`src/triangle_cell_index_assert.svh`:
```
// ----------------------------------------------------------------------------
// triangle cell index assertion macros
// shared property forms for the triangle cell index block
// ----------------------------------------------------------------------------
`ifndef TRIANGLE_CELL_INDEX_ASSERT_SVH
`define TRIANGLE_CELL_INDEX_ASSERT_SVH

// same-cycle implication
`define TCI_ASSERT_IMP(label, clk, rst, ante, cons) \
   label: assert property (@(posedge clk) disable iff (rst) (ante) |-> (cons)) \
      else $error("triangle cell index: implication check failed");

// implication after a fixed number of cycles
`define TCI_ASSERT_DLY(label, clk, rst, ante, dly, cons) \
   label: assert property (@(posedge clk) disable iff (rst) (ante) |-> ##dly (cons)) \
      else $error("triangle cell index: latency check failed");

`endif

```
`src/tci_pkg.sv`:
```
// ----------------------------------------------------------------------------
// tci_pkg
// shared constants, register codes and control types of the triangle cell index
// ----------------------------------------------------------------------------
package tci_pkg;

   localparam int COORD_WIDTH_DEF   = 16;
   localparam int MAX_DIVISIONS_DEF = 64;

   localparam int DIV_W      = 7;
   localparam int BAND_W     = 7;
   localparam int IDX_W      = 13;
   localparam int CSR_ADDR_W = 5;
   localparam int CSR_DATA_W = 32;

   localparam int VERTEX_A_X_RST = 0;
   localparam int VERTEX_A_Y_RST = 0;
   localparam int VERTEX_B_X_RST = 256;
   localparam int VERTEX_B_Y_RST = 0;
   localparam int VERTEX_C_X_RST = 0;
   localparam int VERTEX_C_Y_RST = 256;
   localparam int DIVISIONS_RST  = 10;

   typedef enum logic [2:0] {
      REG_VERTEX_A_X = 3'd0,
      REG_VERTEX_A_Y = 3'd1,
      REG_VERTEX_B_X = 3'd2,
      REG_VERTEX_B_Y = 3'd3,
      REG_VERTEX_C_X = 3'd4,
      REG_VERTEX_C_Y = 3'd5,
      REG_DIVISIONS  = 3'd6
   } csr_reg_type;

   typedef struct packed {
      logic valid;
      logic degenerate;
      logic outside;
   } tci_ctrl_type;

endpackage

```
`src/tci_index.sv`:
```
// ----------------------------------------------------------------------------
// tci_index
// parity of the fractions, cell number and result register
// ----------------------------------------------------------------------------
module tci_index #(
   parameter int COORD_WIDTH   = tci_pkg::COORD_WIDTH_DEF,
   parameter int MAX_DIVISIONS = tci_pkg::MAX_DIVISIONS_DEF
) (
   input  logic                                               clock,
   input  logic                                               reset,
   input  tci_pkg::tci_ctrl_type                              in_ctrl,
   input  logic [$clog2(MAX_DIVISIONS+1)-1:0]                 in_quo_r,
   input  logic [$clog2(MAX_DIVISIONS+1)-1:0]                 in_quo_c,
   input  logic [2*COORD_WIDTH+4+$clog2(MAX_DIVISIONS+1)-1:0] in_rem_r,
   input  logic [2*COORD_WIDTH+4+$clog2(MAX_DIVISIONS+1)-1:0] in_rem_c,
   input  logic [2*COORD_WIDTH+1:0]                           in_den,
   input  logic [$clog2(MAX_DIVISIONS+1)-1:0]                 divisions_eff,
   output logic                                               rsp_strobe,
   output logic [tci_pkg::IDX_W-1:0]                          rsp_cell_index,
   output logic [tci_pkg::BAND_W-1:0]                         rsp_row_band,
   output logic [tci_pkg::BAND_W-1:0]                         rsp_col_band,
   output logic                                               rsp_outside,
   output logic                                               rsp_degenerate
);
   import tci_pkg::*;

   localparam int XW   = 2 * COORD_WIDTH + 3;
   localparam int QW   = $clog2(MAX_DIVISIONS + 1);
   localparam int WW   = XW + QW + 1;
   localparam int SUMW = 2 * QW + IDX_W + 2;

   tci_ctrl_type      ca_ff, cb_ff;
   logic              par_ff;
   logic [2*QW-1:0]   rn_ff, rsq_ff;
   logic [QW-1:0]     r_ff, c_ff;
   logic [WW:0]       rem_sum;
   logic [SUMW-1:0]   sum_in;
   logic              flagged;
   logic [IDX_W-1:0]  idx_ff, idx_in;
   logic [BAND_W-1:0] row_ff, col_ff, row_in, col_in;

   assign rem_sum = (WW+1)'(in_rem_r) + (WW+1)'(in_rem_c);

   always_ff @(posedge clock) begin
      par_ff <= (rem_sum >= (WW+1)'(in_den));
      rn_ff  <= (2*QW)'(in_quo_r) * (2*QW)'(divisions_eff);
      rsq_ff <= (2*QW)'(in_quo_r) * (2*QW)'(in_quo_r);
      r_ff   <= in_quo_r;
      c_ff   <= in_quo_c;
   end

   // 2*r*n + 2*c - r*r + parity
   assign sum_in = (SUMW'(rn_ff) << 1) + (SUMW'(c_ff) << 1) + SUMW'(par_ff)
                   - SUMW'(rsq_ff);
   assign flagged = ca_ff.degenerate | ca_ff.outside;

   always_comb begin
      if (flagged) begin
         idx_in = '0;
         row_in = '0;
         col_in = '0;
      end else begin
         idx_in = sum_in[IDX_W-1:0];
         row_in = BAND_W'(r_ff);
         col_in = BAND_W'(c_ff);
      end
   end

   always_ff @(posedge clock) begin
      idx_ff <= idx_in;
      row_ff <= row_in;
      col_ff <= col_in;
   end

   always_ff @(posedge clock) begin
      if (reset) begin
         ca_ff <= '0;
         cb_ff <= '0;
      end else begin
         ca_ff <= in_ctrl;
         cb_ff <= ca_ff;
      end
   end

   assign rsp_strobe     = cb_ff.valid;
   assign rsp_cell_index = idx_ff;
   assign rsp_row_band   = row_ff;
   assign rsp_col_band   = col_ff;
   assign rsp_outside    = cb_ff.outside & ~cb_ff.degenerate;
   assign rsp_degenerate = cb_ff.degenerate;

endmodule

```
`config.mk`:
```
export PLATFORM = sky130hd
export DESIGN_NAME = tci_index
export DESIGN_NICKNAME = d
export VERILOG_FILES = /design/src/triangle_cell_index_assert.svh /design/src/tci_pkg.sv /design/src/tci_index.sv
export SDC_FILE = /design/constraint.sdc
export NUM_CORES = 1
export LEC_CHECK = 0
export BUFFER_PORTS_ARGS = -buffer_cell sky130_fd_sc_hd__buf_2
export CAP_MARGIN = 20
export CORE_ASPECT_RATIO = 0.75
export CORE_MARGIN = 5
export CORE_UTILIZATION = 61
export CTS_BUF_LIST = sky130_fd_sc_hd__clkbuf_16
export DETAILED_ROUTE_END_ITERATION = 16
export GPL_TIMING_DRIVEN = 0
export PLACE_DENSITY = 0.88
export SLEW_MARGIN = 10
export SYNTH_ARGS = -nofsm -noshare
export SYNTH_HDL_FRONTEND = slang
export SYNTH_SLANG_ARGS = --single-unit
```
`constraint.sdc`:
```
create_clock -name clock -period 13.2 [get_ports clock]
set_input_delay 2.64 -clock clock [delete_from_list [all_inputs] [get_ports clock]]
set_output_delay 2.64 -clock clock [all_outputs]
set_load 0.05 [all_outputs]
```
==> flow_metrics.tcl <==
set metrics [dict create \
    status "finished clean" \
    synth_cell_types 66 \
    yosys-top-cells-area "ha_1, dfxtp_1, fa_1" \
    synth-seq-area-share_pct 17.6 \
    drive_above_1_share_pct 18.4 \
    cts_tree "yes" \
    fp-row-count 36 \
    peakVddDrop_v 0.000181 \
    p_leak_nw 5.03 \
    grt_max_degree 14 \
    dr.pass1.iters 5 \
    final_util_pct 73.1 \
    drc 0 \
    gp_congestion 0.940 \
    fin_nets 1500 \
    synth_area_sq_um 8080 \
    power_frac_clock_pct 18.4 \
    die_width_um 143 \
    clkLatencyLatePin_ps 330 \
    io_buffer_count 175 \
    finalSetupViolations 0 \
    worst_setup_path_end_kind "flop" \
    synth-seq-cells 71 \
    core_sq_um 13000 \
    io_pins 176 \
    antenna_cells 0 \
    overflow 0 \
    synth_edf_count 0 \
    cts_buffer_depth 2 \
    post_drt_via_cell_ratio 5.59 \
    drv_slew 0 \
    worstPathMaxFanout 6 \
    root_buffer "clkbuf_16" \
    drt_iter0_drc 376 \
    finalSetupTns_ps 0 \
    synthFlopType "dfxtp_1" \
    yosys_warnings 0 \
    grt_usage_pct 26.9 \
    r2r_setup_slack_ps 10230 \
    crit_type "in2reg" \
    regArea_sq_um 1420 \
    cts_buffers 9 \
    multi_input_area_sq_um 6020 \
    hp-class "reg2reg" \
    intPower_mw 0.786 \
    ant_nets 0 \
    cts.reportedPaths.clkPinSlew_ps 60 \
    comb_power_share_pct 60.8 \
    fin_skew_ps 4.42 \
    fmax_mhz 141 \
    syn2layout_area_growth_pct 17.5 \
    drv_cap 0 \
    synth_top_cell_area_share_pct 22.0 \
    tightest_slew_ps 691 \
    num-fill-cells 970 \
    place_hpwl_um 16700 \
    period_minus_slack_ps 7070 \
    critical_path_arrival_ps 7250 \
    yosysTopAreaCell "ha_1" \
    swShare_pct 43.6 \
    htreeDepth 3 \
    antenna_found_initial 0 \
    syn-num-nets 1314 \
    worstPathRequired_ps 13370 \
    whs_ps 422 \
    switching_power_mw 0.607 \
    post_cts_buffers 0 \
    fp.dieH_um 110 \
    syn_area_per_cell_sq_um 8.24 \
    die_area_sq_um 15700 \
    final-hold-violation-count 0 \
    powerDensity_nw_per_um2 147 \
    rsz0062_at_grt "no" \
    p_seq_share_pct 20.8 \
    grt_pass1_vias 7461 \
    cts_resized 0 \
    routed_wl_um 20400 \
    syn-instance-count 980 \
    hold_buffers 0 \
    vias 7501 \
    relSlewSlack_pct 53.8 \
    synthArstFlopShare_pct 0 \
    fin_crit_sh_pct 53.6 \
    routedWlPerCell_um 15.2 \
    start_util_pct 62.3 \
    grt_pass1_wl_um 34400 \
    cts.sinks 71 \
    netlist_top_cells_count "ha_1, inv_1, nand2_1" \
    worst_setup_path_start_kind "primary input" \
]
metrics by stage:
stage	area [sq um]	cells	power [mW]	setup slack [ps]
CTS	9490	1342	1.39	6240
global placement	9170	1326	1.07	6010
floorplan	8080	980	0.922	6720
global route	9490	1342	1.51	5930
finish	9490	1342	1.39	6130
detailed placement	9170	1326	1.10	5930
power groups by stage:
| stage | Clock, mW | Combinational [mW] | Sequential (mW) |
|---|---|---|---|
| after floorplan | 0 | 0.571 | 0.351 |
| after global placement | 0 | 0.779 | 0.291 |
| after detailed placement | 0 | 0.810 | 0.293 |
| after CTS | 0.259 | 0.842 | 0.290 |
| after global routing | 0.270 | 0.950 | 0.294 |
| final | 0.256 | 0.846 | 0.290 |
registers in the layout, indices dropped and copies added, names as in the netlist:
name	cells
r_ff	7
par_ff	1
rsp_col_band	7
rsq_ff	11
ca_ff	3
rsp_cell_index	13
rsp_row_band	7
cb_ff	1
rn_ff	12
rsp_degenerate	1
c_ff	7
rsp_strobe	1
layout make-up:
type                       instances  share of cell area, %
clock buffer                       9                   2.37
sequential                        71                   15.0
buffer                            23                   1.09
clock inverter                     7                   1.02
multi-input combinational        744                   63.4
timing repair buffer             175                   9.23
inverter                         142                   5.62
tap                              171                   2.26
final timing paths:
check                     from                  to  depth (start not counted)
hold / removal         r_ff[3]     rsp_row_band[3]                          1
setup / recovery  in_rem_r[20]              par_ff                         17
hold reg to reg        r_ff[3]     rsp_row_band[3]                          1
setup reg to reg      rn_ff[1]  rsp_cell_index[12]                         13
cell usage in the layout, fill, tap and decap left out, types with 3 or more instances in the layout:
cell and n:
buf_2 181, inv_1 143, ha_1 142, nand2_1 89, a21oi_1 78, dfxtp_1 71
nor2_1 57, xnor2_1 51, fa_1 46, and2_1 42, o21ai_0 34, xor2_1 21
a21o_1 17, nand4_1 16, o21bai_1 16, nor2b_1 16, nand3_1 15, clkbuf_1 14
nor3_1 14, and3_1 9, clkbuf_16 9, o21ai_1 7, o21a_1 6, a211oi_1 6
o211ai_1 4, nand2b_1 4, a21oi_2 3, a211o_1 3, o31ai_1 3, a221o_1 3
routing by layer:
layer	track usage, %	vias to the layer above	part of all wire, %	wire [um]
li1	-	3670	-	-
met1	37.1	3533	45	9230
met2	45.4	266	46	9360
met3	4.09	32	7.6	1550
met4	5.02	0	1.4	289
met5	0	-	0	0
kinds of logic (layout without fill, tap and decap cells):
logic type | count (synthesis) | after routing | share of synthesized area (%)
AO/OA/AOI/OAI | 205 | 205 | 16.3
XOR/XNOR | 72 | 72 | 7.81
adder cells (fa/ha/maj) | 188 | 188 | 33.4
buffers and inverters | 165 | 356 | 7.89
flip-flops | 71 | 71 | 17.6
multiplexers | 2 | 2 | 0.263
AND/OR/NAND/NOR | 277 | 277 | 16.8
worst max-delay path, cell delays in order:
cell and delay (ps):
buf_2 100, ha_1 380, a21oi_1 360, o21ai_1 160, o32ai_1 390, a31oi_2 170, a2111oi_4 520, o31ai_1 190
xor2_1 180, ha_1 340, a31oi_1 240, nand3_1 100, a221o_1 270, a221o_1 370, or4b_4 520, nor3_2 160
nand3_1 130
(Power assumes the default switching activity.)
