## config.mk

```make
export PLATFORM = sky130hd
export DESIGN_NAME = tci_divider
export DESIGN_NICKNAME = d
export VERILOG_FILES = /design/src/triangle_cell_index_assert.svh /design/src/tci_pkg.sv /design/src/tci_divider.sv
export SDC_FILE = /design/constraint.sdc
export NUM_CORES = 2
export LEC_CHECK = 0
export BUFFER_PORTS_ARGS = -buffer_cell sky130_fd_sc_hd__buf_2
export CAP_MARGIN = 20
export CORE_ASPECT_RATIO = 1.25
export CORE_MARGIN = 5
export CORE_UTILIZATION = 35
export CTS_BUF_LIST = sky130_fd_sc_hd__clkbuf_8
export DETAILED_ROUTE_END_ITERATION = 16
export PLACE_DENSITY = 0.54
export SYNTH_ARGS = -nofsm -noshare
export SYNTH_HDL_FRONTEND = slang
export SYNTH_SLANG_ARGS = --single-unit
```

## constraint.sdc

```tcl
create_clock -name clock -period 3.1 [get_ports clock]
set_input_delay 0.62 -clock clock [delete_from_list [all_inputs] [get_ports clock]]
set_output_delay 0.62 -clock clock [all_outputs]
set_load 0.01 [all_outputs]
```

## src/triangle_cell_index_assert.svh

```systemverilog
// ----------------------------------------------------------------------------
// triangle cell index assertion macros
// shared property forms for the triangle cell index block
// ----------------------------------------------------------------------------
`ifndef TRIANGLE_CELL_INDEX_ASSERT_SVH
`define TRIANGLE_CELL_INDEX_ASSERT_SVH

// same-cycle implication
`define TCI_ASSERT_IMP(label, clk, rst, ante, cons) \
   label: assert property (@(posedge clk) disable iff (rst) (ante) |-> (cons)) \
      else $error("triangle cell index: implication check failed");

// implication after a fixed number of cycles
`define TCI_ASSERT_DLY(label, clk, rst, ante, dly, cons) \
   label: assert property (@(posedge clk) disable iff (rst) (ante) |-> ##dly (cons)) \
      else $error("triangle cell index: latency check failed");

`endif

```

## src/tci_pkg.sv

```systemverilog
// ----------------------------------------------------------------------------
// tci_pkg
// shared constants, register codes and control types of the triangle cell index
// ----------------------------------------------------------------------------
package tci_pkg;

   localparam int COORD_WIDTH_DEF   = 16;
   localparam int MAX_DIVISIONS_DEF = 64;

   localparam int DIV_W      = 7;
   localparam int BAND_W     = 7;
   localparam int IDX_W      = 13;
   localparam int CSR_ADDR_W = 5;
   localparam int CSR_DATA_W = 32;

   localparam int VERTEX_A_X_RST = 0;
   localparam int VERTEX_A_Y_RST = 0;
   localparam int VERTEX_B_X_RST = 256;
   localparam int VERTEX_B_Y_RST = 0;
   localparam int VERTEX_C_X_RST = 0;
   localparam int VERTEX_C_Y_RST = 256;
   localparam int DIVISIONS_RST  = 10;

   typedef enum logic [2:0] {
      REG_VERTEX_A_X = 3'd0,
      REG_VERTEX_A_Y = 3'd1,
      REG_VERTEX_B_X = 3'd2,
      REG_VERTEX_B_Y = 3'd3,
      REG_VERTEX_C_X = 3'd4,
      REG_VERTEX_C_Y = 3'd5,
      REG_DIVISIONS  = 3'd6
   } csr_reg_type;

   typedef struct packed {
      logic valid;
      logic degenerate;
      logic outside;
   } tci_ctrl_type;

endpackage

```

## src/tci_divider.sv

```systemverilog
// ----------------------------------------------------------------------------
// tci_divider
// pipelined restoring divider, one quotient bit per stage, row and column lanes
// ----------------------------------------------------------------------------
module tci_divider #(
   parameter int COORD_WIDTH   = tci_pkg::COORD_WIDTH_DEF,
   parameter int MAX_DIVISIONS = tci_pkg::MAX_DIVISIONS_DEF
) (
   input  logic                                               clock,
   input  logic                                               reset,
   input  tci_pkg::tci_ctrl_type                              in_ctrl,
   input  logic [2*COORD_WIDTH+4+$clog2(MAX_DIVISIONS+1)-1:0] in_num_r,
   input  logic [2*COORD_WIDTH+4+$clog2(MAX_DIVISIONS+1)-1:0] in_num_c,
   input  logic [2*COORD_WIDTH+1:0]                           in_den,
   output tci_pkg::tci_ctrl_type                              out_ctrl,
   output logic [$clog2(MAX_DIVISIONS+1)-1:0]                 out_quo_r,
   output logic [$clog2(MAX_DIVISIONS+1)-1:0]                 out_quo_c,
   output logic [2*COORD_WIDTH+4+$clog2(MAX_DIVISIONS+1)-1:0] out_rem_r,
   output logic [2*COORD_WIDTH+4+$clog2(MAX_DIVISIONS+1)-1:0] out_rem_c,
   output logic [2*COORD_WIDTH+1:0]                           out_den
);
   import tci_pkg::*;

   localparam int XW = 2 * COORD_WIDTH + 3;
   localparam int QW = $clog2(MAX_DIVISIONS + 1);
   localparam int WW = XW + QW + 1;

   tci_ctrl_type  ctrl_ff [QW];
   logic [WW-1:0] rem_r_ff [QW];
   logic [WW-1:0] rem_c_ff [QW];
   logic [QW-1:0] quo_r_ff [QW];
   logic [QW-1:0] quo_c_ff [QW];
   logic [XW-2:0] den_ff   [QW];

   for (genvar i = 0; i < QW; i++) begin : g_stage
      localparam int B = QW - 1 - i;

      tci_ctrl_type  ctrl_src;
      logic [WW-1:0] rem_r_src, rem_c_src, rem_r_in, rem_c_in, trial;
      logic [QW-1:0] quo_r_src, quo_c_src, quo_r_in, quo_c_in;
      logic [XW-2:0] den_src;

      if (i == 0) begin : g_first
         assign ctrl_src  = in_ctrl;
         assign rem_r_src = in_num_r;
         assign rem_c_src = in_num_c;
         assign quo_r_src = '0;
         assign quo_c_src = '0;
         assign den_src   = in_den;
      end else begin : g_next
         assign ctrl_src  = ctrl_ff[i-1];
         assign rem_r_src = rem_r_ff[i-1];
         assign rem_c_src = rem_c_ff[i-1];
         assign quo_r_src = quo_r_ff[i-1];
         assign quo_c_src = quo_c_ff[i-1];
         assign den_src   = den_ff[i-1];
      end

      assign trial = WW'(den_src) << B;

      always_comb begin
         rem_r_in = rem_r_src;
         rem_c_in = rem_c_src;
         quo_r_in = quo_r_src;
         quo_c_in = quo_c_src;
         if (trial <= rem_r_src) begin
            rem_r_in    = rem_r_src - trial;
            quo_r_in[B] = 1'b1;
         end
         if (trial <= rem_c_src) begin
            rem_c_in    = rem_c_src - trial;
            quo_c_in[B] = 1'b1;
         end
      end

      always_ff @(posedge clock) begin
         rem_r_ff[i] <= rem_r_in;
         rem_c_ff[i] <= rem_c_in;
         quo_r_ff[i] <= quo_r_in;
         quo_c_ff[i] <= quo_c_in;
         den_ff[i]   <= den_src;
      end

      always_ff @(posedge clock) begin
         if (reset) begin
            ctrl_ff[i] <= '0;
         end else begin
            ctrl_ff[i] <= ctrl_src;
         end
      end
   end

   assign out_ctrl  = ctrl_ff[QW-1];
   assign out_quo_r = quo_r_ff[QW-1];
   assign out_quo_c = quo_c_ff[QW-1];
   assign out_rem_r = rem_r_ff[QW-1];
   assign out_rem_c = rem_c_ff[QW-1];
   assign out_den   = den_ff[QW-1];

endmodule

```

==> summary.txt <==
Outcome
  • Status: complete, but fails checks
  • Failing checks: setup timing

Clocking
  • Worst-path clk slew: roughly 60 ps
  • CTS sink count: just over 900
  • CTS tree: done
  • H-Tree Depth: 4
  • CTS root buf: clkbuf_8
  • CTS max path bufs: 3
  • CTS Buf Count: ~150
  • Worst-skew pair later-pin latency: 890 ps

Worst setup path
  • CP endpoint kind: register
  • WS Path Type: reg -> reg
  • R2r setup slk: -300 ps
  • Worst-path fanout max: 6
  • CP arrival: slightly above 4000 ps
  • Crit path launch type: register
  • Reg-to-Reg End: rem_r_ff[3][33]
  • Critical path required time: ~3800 ps
  • Worst reg2reg path startpoint: den_ff[2][0]
  • Reg2Reg Depth: 17
  • CP endpoint: rem_r_ff[3][33]
  • Setup crit start: den_ff[2][0]

Final layout
  • Most frequent cells in the layout: buf_4, dfxtp_1, a21oi_1
  • Final nets: just under 9000
  • Commonest non-fill, non-tap cell in the layout: buf_4
  • Fillers: ~13000
  • Final core occ: a little over half
  • Area delta synth->final: 54.9%
  • Fraction of layout cells with a size suffix above 1: 40.6%
  • Cell area after layout: 0.0792 mm2

Timing
  • Worst Max-Slew Pin Slew: between 700 and 800 ps
  • Slew margin rel.: 50.1%
  • FMAX: 294 MHz
  • Worst Skew: roughly 46 ps
  • RSZ-0062 raised after global routing: yes
  • Final Max Slew Viols: 0
  • Final setup TNS: -21990 ps
  • Setup ws final: -304 ps
  • Tcrit/Tclk final: 110%
  • Final hold vios: 0
  • Minimum clock period: roughly 3400 ps
  • Hold Slack: about 130 ps
  • Setup violations, final: roughly 180

Synth
  • Synth area leaders: dfxtp_1, ha_1, a21oi_1, xnor2_1, o21ai_0
  • Sequential element share of the synthesized area: a little over a third
  • Yosys reg bits: between 900 and 1000
  • EDFF count, synth: 0
  • Ys flop type: dfxtp_1
  • Synth top area share: a little over a third
  • Gate count of the mapped netlist: about 6000
  • Avg Cell Area, Syn: around 8.5 um2
  • Ys async rst share: 0%
  • Synthesized net count: roughly 6600
  • Synth unique cells: about 110
  • Synth warn: 0
  • Synthesized cell area: 0.0512 mm2
  • Synth area leader: dfxtp_1

Run
  • Max-cap violations: 0

Placed design
  • Port-buffer cells: ~260
  • GP Congestion: around 0.95
  • Post-detail-place hpwl: between 100000 and 150000 um
  • DP Area: 0.0662 mm2

Floorplanning
  • Row count: 156
  • Die Height: 437 um
  • Die Wd: about 350 um
  • Core area: roughly 0.15 mm2
  • Die area: 0.154 mm2
  • I/O pin cnt: roughly 260
  • Starting Density: 35.3%

Global routing
  • GRT Util Overall: a little under a quarter
  • Global-route wire length before repair: about 280000 um
  • Initial antenna violation count: 2
  • Grt ovf: 0
  • Vias in the first global route: about 53000
  • Largest net degree at the start of global routing: 53

Pwr
  • IR drop worst, VDD: ~0.53 mV
  • Pwr dens: 977 mW/mm2
  • Leakage power: between 30 and 40 nW
  • Overall power: 0.0774 W

Route
  • Final ANT Viol Nets: 0
  • Initial DRC Count: 2075
  • Vias: around 50000
  • Vias per cell: about 5
  • Detailed Routing Iterations Pass 1: 7
  • Final WL: 191000 um
  • Drt drc: 0
  • Wire per inst: approximately 19 um

Hold path
  • Worst hold path class: in -> reg
## power breakdown
group	internal [W]	switching, W
clock	0.00625	0.00508
sequential	0.0160	0.00360
combinational	0.0236	0.0229
total	0.0458	0.0316
## cell families (layout without fill, tap and decap cells)
kind of cell | after synthesis | in the layout | synth area share (%)
buffers and inverters | 577 | 2820 | 4.44
and+or+nand+nor | 1623 | 1623 | 15.2
other | 0 | 2 | 0
xor gates and xnor gates | 499 | 499 | 8.54
adders and majority gates | 490 | 490 | 12.2
AOI/OAI and AO/OA | 1819 | 1819 | 22.1
DFF | 917 | 917 | 35.9
muxes | 77 | 77 | 1.69
## area by class of cell
class,instances,area (um2),area share [%]
sequential,917,18500,23.3
timing repair buffer,2165,17500,22.1
tap,1896,2370,2.99
clock buffer,187,2570,3.25
inverter,381,1450,1.82
multi-input combinational,4508,36100,45.6
antenna,2,5.00,0.00632
clock inverter,87,681,0.859
## registers in the layout, summed over array words and instances, names as in the netlist
register / count
rem_r_ff: 301
ctrl_ff: 21
den_ff: 238
quo_c_ff: 28
rem_c_ff: 301
quo_r_ff: 28
## worst max-delay path: stages, from the launching register on
cell	delay (ps)
dfxtp_4	370
ha_4	140
inv_2	40
fa_2	360
a21o_1	220
a221o_1	360
a21o_1	240
a31o_4	270
a21oi_2	150
buf_6	150
a21oi_4	80
a41oi_2	150
nand3b_1	120
buf_6	170
buf_12	150
buf_6	120
o211ai_1	80
o22ai_2	100
## metrics by stage
stage / instances / worst slack, ps
floorplan: 6002 / -66.6
global placement: 9541 / -648
detailed placement: 9541 / -665
CTS: 10100 / -332
global route: 10100 / -401
finish: 10100 / -304
## worst min path at each step
stage                      end           start  depth (start not counted)
2_1_floorplan   quo_c_ff[1][6]  quo_c_ff[0][6]                          0
3_3_place_gp    quo_c_ff[6][4]  quo_c_ff[5][4]                          0
3_5_place_dp    quo_c_ff[4][5]  quo_c_ff[3][5]                          0
4_1_cts        rem_r_ff[0][33]    in_num_r[33]                          4
5_1_grt        rem_r_ff[0][33]    in_num_r[33]                          4
6_report        rem_r_ff[0][6]     in_num_r[6]                          4
## cells in the mapped netlist (17+ instances only)
cell type / n
o21bai_1: 56
dfxtp_1: 917
nand2_1: 530
a31oi_1: 57
a21oi_1: 620
mux2_1: 25
and2_1: 28
nor2_1: 411
ha_1: 476
nand2b_1: 64
o21ai_0: 421
a21boi_0: 19
inv_1: 378
nor2b_1: 80
nor3_1: 66
o21ai_1: 42
xnor2_1: 280
a21o_1: 251
clkbuf_1: 127
or3_1: 24
nor4_1: 53
o31ai_1: 34
mux2_2: 49
xor2_1: 219
buf_2: 52
nand4_1: 92
a211oi_1: 39
o21a_1: 52
and3_1: 53
nand3_1: 126
o211ai_1: 34
a211o_1: 17
## routing by layer
metal	global-route usage [%]	vias up	routed length, um
li1	-	25500	-
met1	24.9	23400	73200
met2	42.5	1178	96200
met3	2.59	504	5870
met4	17.7	0	15800
met5	0	-	0
## repair_timing
| item | CTS | global route |
|---|---|---|
| hold endpoints to repair | 119 | 0 |
| pin swaps | 216 | 277 |
| setup buffers | 128 | 92 |
| gates resized for setup | 797 | 751 |
| setup endpoints to repair | 464 | 521 |
| cloned | 22 | 13 |
| hold buffers | 117 | 0 |
Power figures use the tool's default switching activity.
