<file path="src/triangle_cell_index_assert.svh">
// ----------------------------------------------------------------------------
// triangle cell index assertion macros
// shared property forms for the triangle cell index block
// ----------------------------------------------------------------------------
`ifndef TRIANGLE_CELL_INDEX_ASSERT_SVH
`define TRIANGLE_CELL_INDEX_ASSERT_SVH

// same-cycle implication
`define TCI_ASSERT_IMP(label, clk, rst, ante, cons) \
   label: assert property (@(posedge clk) disable iff (rst) (ante) |-> (cons)) \
      else $error("triangle cell index: implication check failed");

// implication after a fixed number of cycles
`define TCI_ASSERT_DLY(label, clk, rst, ante, dly, cons) \
   label: assert property (@(posedge clk) disable iff (rst) (ante) |-> ##dly (cons)) \
      else $error("triangle cell index: latency check failed");

`endif

</file>
<file path="src/tci_pkg.sv">
// ----------------------------------------------------------------------------
// tci_pkg
// shared constants, register codes and control types of the triangle cell index
// ----------------------------------------------------------------------------
package tci_pkg;

   localparam int COORD_WIDTH_DEF   = 16;
   localparam int MAX_DIVISIONS_DEF = 64;

   localparam int DIV_W      = 7;
   localparam int BAND_W     = 7;
   localparam int IDX_W      = 13;
   localparam int CSR_ADDR_W = 5;
   localparam int CSR_DATA_W = 32;

   localparam int VERTEX_A_X_RST = 0;
   localparam int VERTEX_A_Y_RST = 0;
   localparam int VERTEX_B_X_RST = 256;
   localparam int VERTEX_B_Y_RST = 0;
   localparam int VERTEX_C_X_RST = 0;
   localparam int VERTEX_C_Y_RST = 256;
   localparam int DIVISIONS_RST  = 10;

   typedef enum logic [2:0] {
      REG_VERTEX_A_X = 3'd0,
      REG_VERTEX_A_Y = 3'd1,
      REG_VERTEX_B_X = 3'd2,
      REG_VERTEX_B_Y = 3'd3,
      REG_VERTEX_C_X = 3'd4,
      REG_VERTEX_C_Y = 3'd5,
      REG_DIVISIONS  = 3'd6
   } csr_reg_type;

   typedef struct packed {
      logic valid;
      logic degenerate;
      logic outside;
   } tci_ctrl_type;

endpackage

</file>
<file path="src/tci_csr.sv">
// ----------------------------------------------------------------------------
// tci_csr
// configuration registers: triangle vertices and divisions per side
// ----------------------------------------------------------------------------
module tci_csr #(
   parameter int COORD_WIDTH   = tci_pkg::COORD_WIDTH_DEF,
   parameter int MAX_DIVISIONS = tci_pkg::MAX_DIVISIONS_DEF
) (
   input  logic                                clock,
   input  logic                                reset,
   input  logic                                csr_psel,
   input  logic                                csr_penable,
   input  logic                                csr_pwrite,
   input  logic [tci_pkg::CSR_ADDR_W-1:0]      csr_paddr,
   input  logic [tci_pkg::CSR_DATA_W-1:0]      csr_pwdata,
   output logic [tci_pkg::CSR_DATA_W-1:0]      csr_prdata,
   output logic                                csr_pready,
   output logic [COORD_WIDTH-1:0]              vertex_a_x,
   output logic [COORD_WIDTH-1:0]              vertex_a_y,
   output logic [COORD_WIDTH-1:0]              vertex_b_x,
   output logic [COORD_WIDTH-1:0]              vertex_b_y,
   output logic [COORD_WIDTH-1:0]              vertex_c_x,
   output logic [COORD_WIDTH-1:0]              vertex_c_y,
   output logic [$clog2(MAX_DIVISIONS+1)-1:0]  divisions_eff
);
   import tci_pkg::*;

   localparam int NBW = $clog2(MAX_DIVISIONS + 1);

   logic [COORD_WIDTH-1:0] ax_ff, ay_ff, bx_ff, by_ff, cx_ff, cy_ff;
   logic [COORD_WIDTH-1:0] ax_in, ay_in, bx_in, by_in, cx_in, cy_in;
   logic [DIV_W-1:0]       div_ff, div_in;
   logic                   wr_en;
   csr_reg_type            reg_sel;

   assign wr_en      = csr_psel & csr_penable & csr_pwrite;
   assign reg_sel    = csr_reg_type'(csr_paddr[CSR_ADDR_W-1:2]);
   assign csr_pready = 1'b1;

   always_comb begin
      ax_in  = ax_ff;
      ay_in  = ay_ff;
      bx_in  = bx_ff;
      by_in  = by_ff;
      cx_in  = cx_ff;
      cy_in  = cy_ff;
      div_in = div_ff;
      if (wr_en) begin
         case (reg_sel)
            REG_VERTEX_A_X: ax_in  = csr_pwdata[COORD_WIDTH-1:0];
            REG_VERTEX_A_Y: ay_in  = csr_pwdata[COORD_WIDTH-1:0];
            REG_VERTEX_B_X: bx_in  = csr_pwdata[COORD_WIDTH-1:0];
            REG_VERTEX_B_Y: by_in  = csr_pwdata[COORD_WIDTH-1:0];
            REG_VERTEX_C_X: cx_in  = csr_pwdata[COORD_WIDTH-1:0];
            REG_VERTEX_C_Y: cy_in  = csr_pwdata[COORD_WIDTH-1:0];
            REG_DIVISIONS:  div_in = csr_pwdata[DIV_W-1:0];
            default: ;
         endcase
      end
   end

   always_ff @(posedge clock) begin
      if (reset) begin
         ax_ff  <= COORD_WIDTH'(VERTEX_A_X_RST);
         ay_ff  <= COORD_WIDTH'(VERTEX_A_Y_RST);
         bx_ff  <= COORD_WIDTH'(VERTEX_B_X_RST);
         by_ff  <= COORD_WIDTH'(VERTEX_B_Y_RST);
         cx_ff  <= COORD_WIDTH'(VERTEX_C_X_RST);
         cy_ff  <= COORD_WIDTH'(VERTEX_C_Y_RST);
         div_ff <= DIV_W'(DIVISIONS_RST);
      end else begin
         ax_ff  <= ax_in;
         ay_ff  <= ay_in;
         bx_ff  <= bx_in;
         by_ff  <= by_in;
         cx_ff  <= cx_in;
         cy_ff  <= cy_in;
         div_ff <= div_in;
      end
   end

   always_comb begin
      case (reg_sel)
         REG_VERTEX_A_X: csr_prdata = CSR_DATA_W'(ax_ff);
         REG_VERTEX_A_Y: csr_prdata = CSR_DATA_W'(ay_ff);
         REG_VERTEX_B_X: csr_prdata = CSR_DATA_W'(bx_ff);
         REG_VERTEX_B_Y: csr_prdata = CSR_DATA_W'(by_ff);
         REG_VERTEX_C_X: csr_prdata = CSR_DATA_W'(cx_ff);
         REG_VERTEX_C_Y: csr_prdata = CSR_DATA_W'(cy_ff);
         REG_DIVISIONS:  csr_prdata = CSR_DATA_W'(div_ff);
         default:        csr_prdata = '0;
      endcase
   end

   // clamp to the largest supported division count
   always_comb begin
      if (32'(div_ff) > 32'(MAX_DIVISIONS)) begin
         divisions_eff = NBW'(MAX_DIVISIONS);
      end else begin
         divisions_eff = NBW'(div_ff);
      end
   end

   assign vertex_a_x = ax_ff;
   assign vertex_a_y = ay_ff;
   assign vertex_b_x = bx_ff;
   assign vertex_b_y = by_ff;
   assign vertex_c_x = cx_ff;
   assign vertex_c_y = cy_ff;

endmodule

</file>
<file path="config.mk">
export PLATFORM = sky130hd
export DESIGN_NAME = tci_csr
export DESIGN_NICKNAME = d
export VERILOG_FILES = /design/src/triangle_cell_index_assert.svh /design/src/tci_pkg.sv /design/src/tci_csr.sv
export SDC_FILE = /design/constraint.sdc
export NUM_CORES = 1
export LEC_CHECK = 0
export BUFFER_PORTS_ARGS = -buffer_cell sky130_fd_sc_hd__buf_2
export CORE_MARGIN = 10
export CORE_UTILIZATION = 54
export DETAILED_ROUTE_END_ITERATION = 8
export PLACE_DENSITY = 0.91
export SLEW_MARGIN = 10
export SYNTH_ARGS = -nofsm -noshare
export SYNTH_HDL_FRONTEND = slang
export SYNTH_SLANG_ARGS = --single-unit
</file>
<file path="constraint.sdc">
create_clock -name clock -period 2.1 [get_ports clock]
set_input_delay 0.21 -clock clock [delete_from_list [all_inputs] [get_ports clock]]
set_output_delay 0.21 -clock clock [all_outputs]
set_load 0.01 [all_outputs]
</file>
==> results of run 1 <==
per-stage QoR:
stage / instance area, um2 / worst slack, ns / std cells / util / power [W]
2_1_floorplan: 5235 / 0.6926 / 549 / - / 0.002286
3_3_place_gp: 5861 / 0.1715 / 775 / 0.6313 / 0.002371
3_5_place_dp: 5861 / 0.09502 / 775 / 0.6313 / 0.002384
4_1_cts: 6103 / 0.09309 / 791 / 0.6574 / 0.003829
5_1_grt: 6111 / 0.2590 / 793 / 0.6582 / 0.003952
6_report: 6111 / 0.3507 / 793 / 0.6582 / 0.003837
timing repair:
action | in CTS | in global routing
hold buffers | 0 | 0
endpoints found under the setup margin | 0 | 4
resized for setup | 0 | 1
worst paths after layout:
kind                       start              to  cells past startpoint
setup / recovery    csr_paddr[3]   csr_prdata[2]                      6
hold / removal    csr_pwdata[11]  vertex_b_x[11]                      3
setup reg to reg       div_ff[6]       div_ff[6]                      2
hold reg to reg    vertex_a_y[7]   vertex_a_y[7]                      2
per-layer routing:
layer	global-route usage	up-vias	part of all wire
met5	0	-	0
li1	-	2099	-
met3	0.05084	52	0.065
met1	0.2426	2184	0.39
met4	0.1190	0	0.034
met2	0.3850	229	0.51
state kept, by name (all words and copies together), names as in the netlist:
name and count:
vertex_a_x 16, div_ff 7, vertex_c_x 16, vertex_b_x 16, vertex_c_y 16, vertex_a_y 16, vertex_b_y 16
placed cells by master, fill, tap and decap left out, types with 2 or more instances in the layout:
| master | count |
|---|---|
| diode_2 | 2 |
| o221ai_1 | 7 |
| buf_12 | 3 |
| and4b_1 | 3 |
| nand2b_1 | 86 |
| bufinv_16 | 3 |
| nor2_1 | 8 |
| nor2b_1 | 8 |
| nand2_4 | 2 |
| nand3_1 | 33 |
| a21oi_1 | 31 |
| a32oi_1 | 6 |
| clkbuf_8 | 9 |
| buf_4 | 13 |
| a221oi_1 | 10 |
| a31oi_1 | 2 |
| o211ai_1 | 2 |
| mux2i_1 | 98 |
| conb_1 | 17 |
| mux2_2 | 16 |
| nand2_1 | 11 |
| buf_2 | 142 |
| dfxtp_1 | 103 |
| o21ai_0 | 31 |
| clkinvlp_4 | 2 |
critical path, stage by stage:
cell and delay [ns]:
buf_2 0.11, buf_12 0.26, mux2_2 0.37, a221oi_1 0.29, a221oi_1 0.08, buf_2 0.19
cell families (layout without fill, tap and decap cells):
kind of cell,Yosys count,in the layout,share of synthesized area
buffers and inverters,63,176,0.07997
and+or+nand+nor,163,163,0.1921
muxes,114,114,0.2242
other,2,19,0.001450
DFF,103,103,0.3982
AOI/OAI and AO/OA,89,89,0.1041
final cells by class:
type	instances	area [um2]
fillers	730	3173
multi-input cells	383	2764
flip-flops and latches	103	2062
repair buffers	158	868.3
well taps	129	161.4
clock buffers	9	123.9
clock inverters	7	118.9
inverters	2	7.507
diodes	2	5.005
power by group:
group          internal [W]  switching, W
registers           0.00197     0.0000123
clock network      0.000793      0.000697
logic              0.000136      0.000232
==> summary.txt, run 1 <==
Die
  – # rows: 35
  – Total core area: 0.009284 mm2
  – DIE WIDTH: 117.9 um
  – Die area: 0.01391 mm2
  – Io pins: 178
  – Initial Util: 0.5578
  – Die Ht: 117.9 um

Detailed routing
  – Wire per inst: 20.10 um
  – Vias: 4564
  – Avg Vias per Cell: 5.755
  – Remaining antenna violation count: 0
  – DRC viols: 0
  – 1st-pass router iterations: 5
  – Initial DRC Count: 346
  – Final wirelength: 15940 um

Global route
  – Largest net degree at the start of global routing: 123
  – GRT Total Usage: 0.2208
  – Vias in the first global route: 4831
  – Initial antenna violation count: 2
  – Grt ovf: 0
  – First-pass GRT wire length: 25300 um

Power
  – Power Dens Cells: 628.0 mW/mm2
  – Max VDD drop: 0.4231 mV
  – Lkg Pwr: 3.048 nW

Min path
  – Worst Hold Class: input pin to flip-flop

Clock network
  – Setup bufs post-CTS: 0
  – CTS tree: yes
  – Cts bufs inserted: 9
  – CTS root buffer: clkbuf_8
  – Bufs on Longest Clock Path: 2
  – Reg clk slew, reported paths: 0.11 ns
  – Clk sinks: 103
  – Clk_lat worst skew: 0.36 ns
  – Maximum level of the CTS H-tree: 3

Yosys
  – Yosys cell types: 36
  – Post-Synthesis Cells: 534
  – Most common cell in the netlist: dfxtp_1
  – Post-synthesis sequential area ratio: 0.3982
  – Flops & latches, synth: 103
  – Synth area leaders: dfxtp_1, mux2i_1, nand2b_1
  – Average size of a mapped cell: 9.698 um2
  – Synth area leader: dfxtp_1
  – Async set-reset flop share out of synthesis: 0
  – Yosys warnings: 0
  – Synth cell count leaders: dfxtp_1, mux2i_1, nand2b_1, nand3_1
  – Post-synth EDFFs: 0
  – Netlist Area Pre-Place: 0.005179 mm2
  – Ys flop type: dfxtp_1
  – Synth top area share: 0.3982

Setup path
  – Maximum fanout along the worst path: 40
  – Worst reg2reg setup slack: 1.27 ns
  – Startpoint types: input pin
  – WP data required: 1.89 ns
  – Critical Path Sink Type: output port
  – Worst path arrival time: 1.54 ns
  – Critical path type: input pin to output port

Finish
  – Area Growth Syn to Fin: 18.00%
  – Nets: 699
  – Layout cells sized above 1: 0.3006

Timing
  – Min Clock Period, post-route: 1.749 ns
  – RSZ-0062 raised after global routing: false
  – Setup TNS Final: 0 ns
  – Relative slew margins: 0.4941
  – Final Hold Viols: 0
  – Final hold slack: 0.1093 ns
  – Tcrit/Tclk final: 0.8330
  – Worst slew pin tran: 0.7580 ns
  – Final max-slew violation count: 0
  – Max Clk Rate: 571.7 MHz
  – Final Skew: 0 ns
  – # setup viols final: 0

Place
  – I/O Buffers: 142
  – DP HPWL: 11480 um
  – Routability cong.: 0.8183

Flow run
  – Max-cap violations: 0

Run status
  – Status: completed
Note: power is estimated with default switching activity, not from simulation.
==> run 2: changes to the inputs <==
Settings changed: CORE_UTILIZATION 54 to 51, PLACE_DENSITY 0.91 to 0.87.
Clock period 2.1 ns to 1.65 ns, I/O delays scaled along.
==> summary.txt, run 2 (same netlist as run 1, synthesis figures left out) <==
Run status
  – Status: complete, but fails checks (was completed)
  – Failing checks: negative setup slack

Timing
  – Final max-slew violation count: 0 (unchanged)
  – Tcrit/Tclk final: 1.036
  – Relative slew margins: 0.6020 (was 0.4941)
  – Final worst slack: -0.05996 ns (was 0.3507 ns)
  – Min Clock Period, post-route: 1.710 ns
  – # setup viols final: 1 (was 0)
  – Setup TNS Final: -0.05996 ns (was 0 ns)
  – Worst slew pin tran: 0.5970 ns (was 0.7580 ns)
  – Max Clk Rate: 584.8 MHz
  – Final Skew: 0 ns (unchanged)
  – Final Hold Viols: 0 (unchanged)
  – RSZ-0062 raised after global routing: true (was false)

Setup path
  – Critical Path Sink Type: output port (unchanged)
  – FF-to-FF path depth: 2 (unchanged)
  – WP data required: 1.48 ns (was 1.89 ns)
  – Maximum fanout along the worst path: 3 (was 40)
  – CP max-delay cell: dfxtp_1 (was mux2_2)
  – Critical path type: flip-flop to output port (was input pin to output port)
  – CP max stage delay: 0.34 ns (was 0.37 ns)
  – Worst path arrival time: 1.54 ns (about the same)
  – Critical-path cell list: mux2_2 -> a221oi_2 -> a221oi_1 -> buf_2 (was buf_2 -> buf_12 -> mux2_2 -> a221oi_1 -> a221oi_1 -> buf_2)
  – Startpoint types: flip-flop (was input pin)

Detailed routing
  – DRC viols: 0 (unchanged)
  – Remaining antenna violation count: 0 (unchanged)
  – Wire per inst: 19.92 um (was 20.10 um)
  – Initial DRC Count: 416 (was 346)
  – Final wirelength: 16010 um (was 15940 um)
  – Avg Vias per Cell: 5.711 (was 5.755)
  – 1st-pass router iterations: 6 (was 5)
  – Vias: 4592 (was 4564)

Power
  – Max VDD drop: 0.3646 mV (was 0.4231 mV)
  – Lkg Pwr: 3.085 nW (was 3.048 nW)
  – Power Dens Cells: 725.3 mW/mm2 (was 628.0 mW/mm2)
  – Design Power: 0.004475 W (was 0.003837 W)

Clock network
  – CTS tree: yes (unchanged)
  – Cts bufs inserted: 9 (unchanged)
  – Reg clk slew, reported paths: 0.10 ns (was 0.11 ns)
  – Maximum level of the CTS H-tree: 3 (unchanged)
  – Clk sinks: 103 (unchanged)
  – Clk_lat worst skew: 0.37 ns (was 0.36 ns)
  – Cts hold-fix bufs: 0 (unchanged)
  – Bufs on Longest Clock Path: 2 (unchanged)
  – CTS root buffer: clkbuf_8 (unchanged)

Finish
  – Most common cell after layout, fill and taps aside: buf_2 (unchanged)
  – Seq. cell area: 0.002069 mm2 (was 0.002062 mm2)
  – Fillcell total: 860 (was 730)
  – Multi-input logic area: 0.002793 mm2 (was 0.002764 mm2)
  – Nets: 707 (was 699)
  – Commonest cells after routing, fill and taps aside: buf_2, mux2i_1, dfxtp_1 (was buf_2, dfxtp_1, mux2i_1)
  – Layout cells sized above 1: 0.3239 (was 0.3006)
  – Area Growth Syn to Fin: 19.16% (was 18.00%)
  – Post-layout util: 0.6284 (was 0.6582)

Die
  – Io pins: 178 (unchanged)
  – Die Ht: 120.8 um (was 117.9 um)
  – # rows: 36 (was 35)
  – DIE WIDTH: 120.8 um (was 117.9 um)
  – Total core area: 0.009819 mm2 (was 0.009284 mm2)
  – Die area: 0.01459 mm2 (was 0.01391 mm2)
  – Initial Util: 0.5274 (was 0.5578)

Global route
  – Busiest grt layer: met2 (unchanged)
  – First-pass GRT wire length: 24920 um (was 25300 um)
  – GRT met3 Usage: 0.04607 (was 0.05084)
  – Vias in the first global route: 4711 (was 4831)
  – Initial antenna violation count: 1 (was 2)
  – Largest net degree at the start of global routing: 64 (was 123)
  – GRT met2 Usage: 0.3659 (was 0.3850)
  – GRT Total Usage: 0.2092 (was 0.2208)
  – Grt ovf: 0 (unchanged)
  – Met1 GRT Util: 0.2379 (was 0.2426)

Min path
  – Hold Path Stages: 3 (unchanged)
  – Worst Hold Class: input pin to flip-flop (unchanged)

Place
  – DP HPWL: 11500 um (was 11480 um)
  – Routability cong.: 0.8389 (was 0.8183)
  – Place WS: 0.005406 ns (was 0.09502 ns)
  – I/O Buffers: 142 (unchanged)

Flow run
  – Max-cap violations: 0 (unchanged)
-- run 2: cell count changes in the layout (fill, tap and decap cells not counted), sizes merged --
cell and delta:
clkinv +1, inv -1, buf +8, clkbuf +2, clkinvlp +1, bufinv -3
diode -1
-- run 2: area by class of cell --
| type | instances | area share |
|---|---|---|
| inverters | 2 | 0.001825 |
| flip-flops and latches | 103 | 0.3354 |
| well taps | 133 | 0.02697 |
| repair buffers | 166 | 0.1545 |
| clock buffers | 11 | 0.02291 |
| multi-input cells | 383 | 0.4526 |
| diodes | 1 | 0.0004055 |
| clock inverters | 5 | 0.005474 |
-- run 2: worst max-delay path, delay by kind of cell, from the launching register on --
kind                   cells  cell delay [ns]
buffers and inverters      1             0.17
AOI/OAI and AO/OA          2             0.39
DFF                        1             0.34
muxes                      1             0.28
-- run 2: worst paths after layout --
path	slack (ns)	startpoint	end
worst max register to register	0.85	vertex_b_x[15]	vertex_b_x[15]
worst min-delay path	0.07	csr_pwdata[12]	vertex_b_x[12]
worst min register to register	0.50	vertex_a_x[8]	vertex_a_x[8]
worst max-delay path	-0.06	vertex_a_y[3]	csr_prdata[3]
-- run 2: power breakdown --
group          switching (W)  internal, W  total, W
registers          0.0000154      0.00250   0.00252
logic               0.000304     0.000189  0.000493
clock network       0.000876     0.000589   0.00146
-- run 2: layer usage --
metal / vias up / wire (um)
li1: 2093 / -
met3: 44 / 1141
met2: 209 / 8148
met5: - / 0
met4: 0 / 494
met1: 2246 / 6227
-- run 2: per-stage QoR --
| stage | hold slack, ns | instance area [um2] | std cells |
|---|---|---|---|
| after CTS | 0.06354 | 6125 | 802 |
| after floorplan | 0.3127 | 5235 | 549 |
| after global routing | 0.07052 | 6171 | 804 |
| after global placement | 0.4482 | 5943 | 786 |
| after detailed placement | 0.4567 | 5943 | 786 |
| final | 0.06738 | 6171 | 804 |
-- run 2: repair_timing --
item	in CTS	in global routing
buffers inserted	0	1
setup endpoints to repair	1	5
pin swaps	0	3
gates resized for setup	1	12
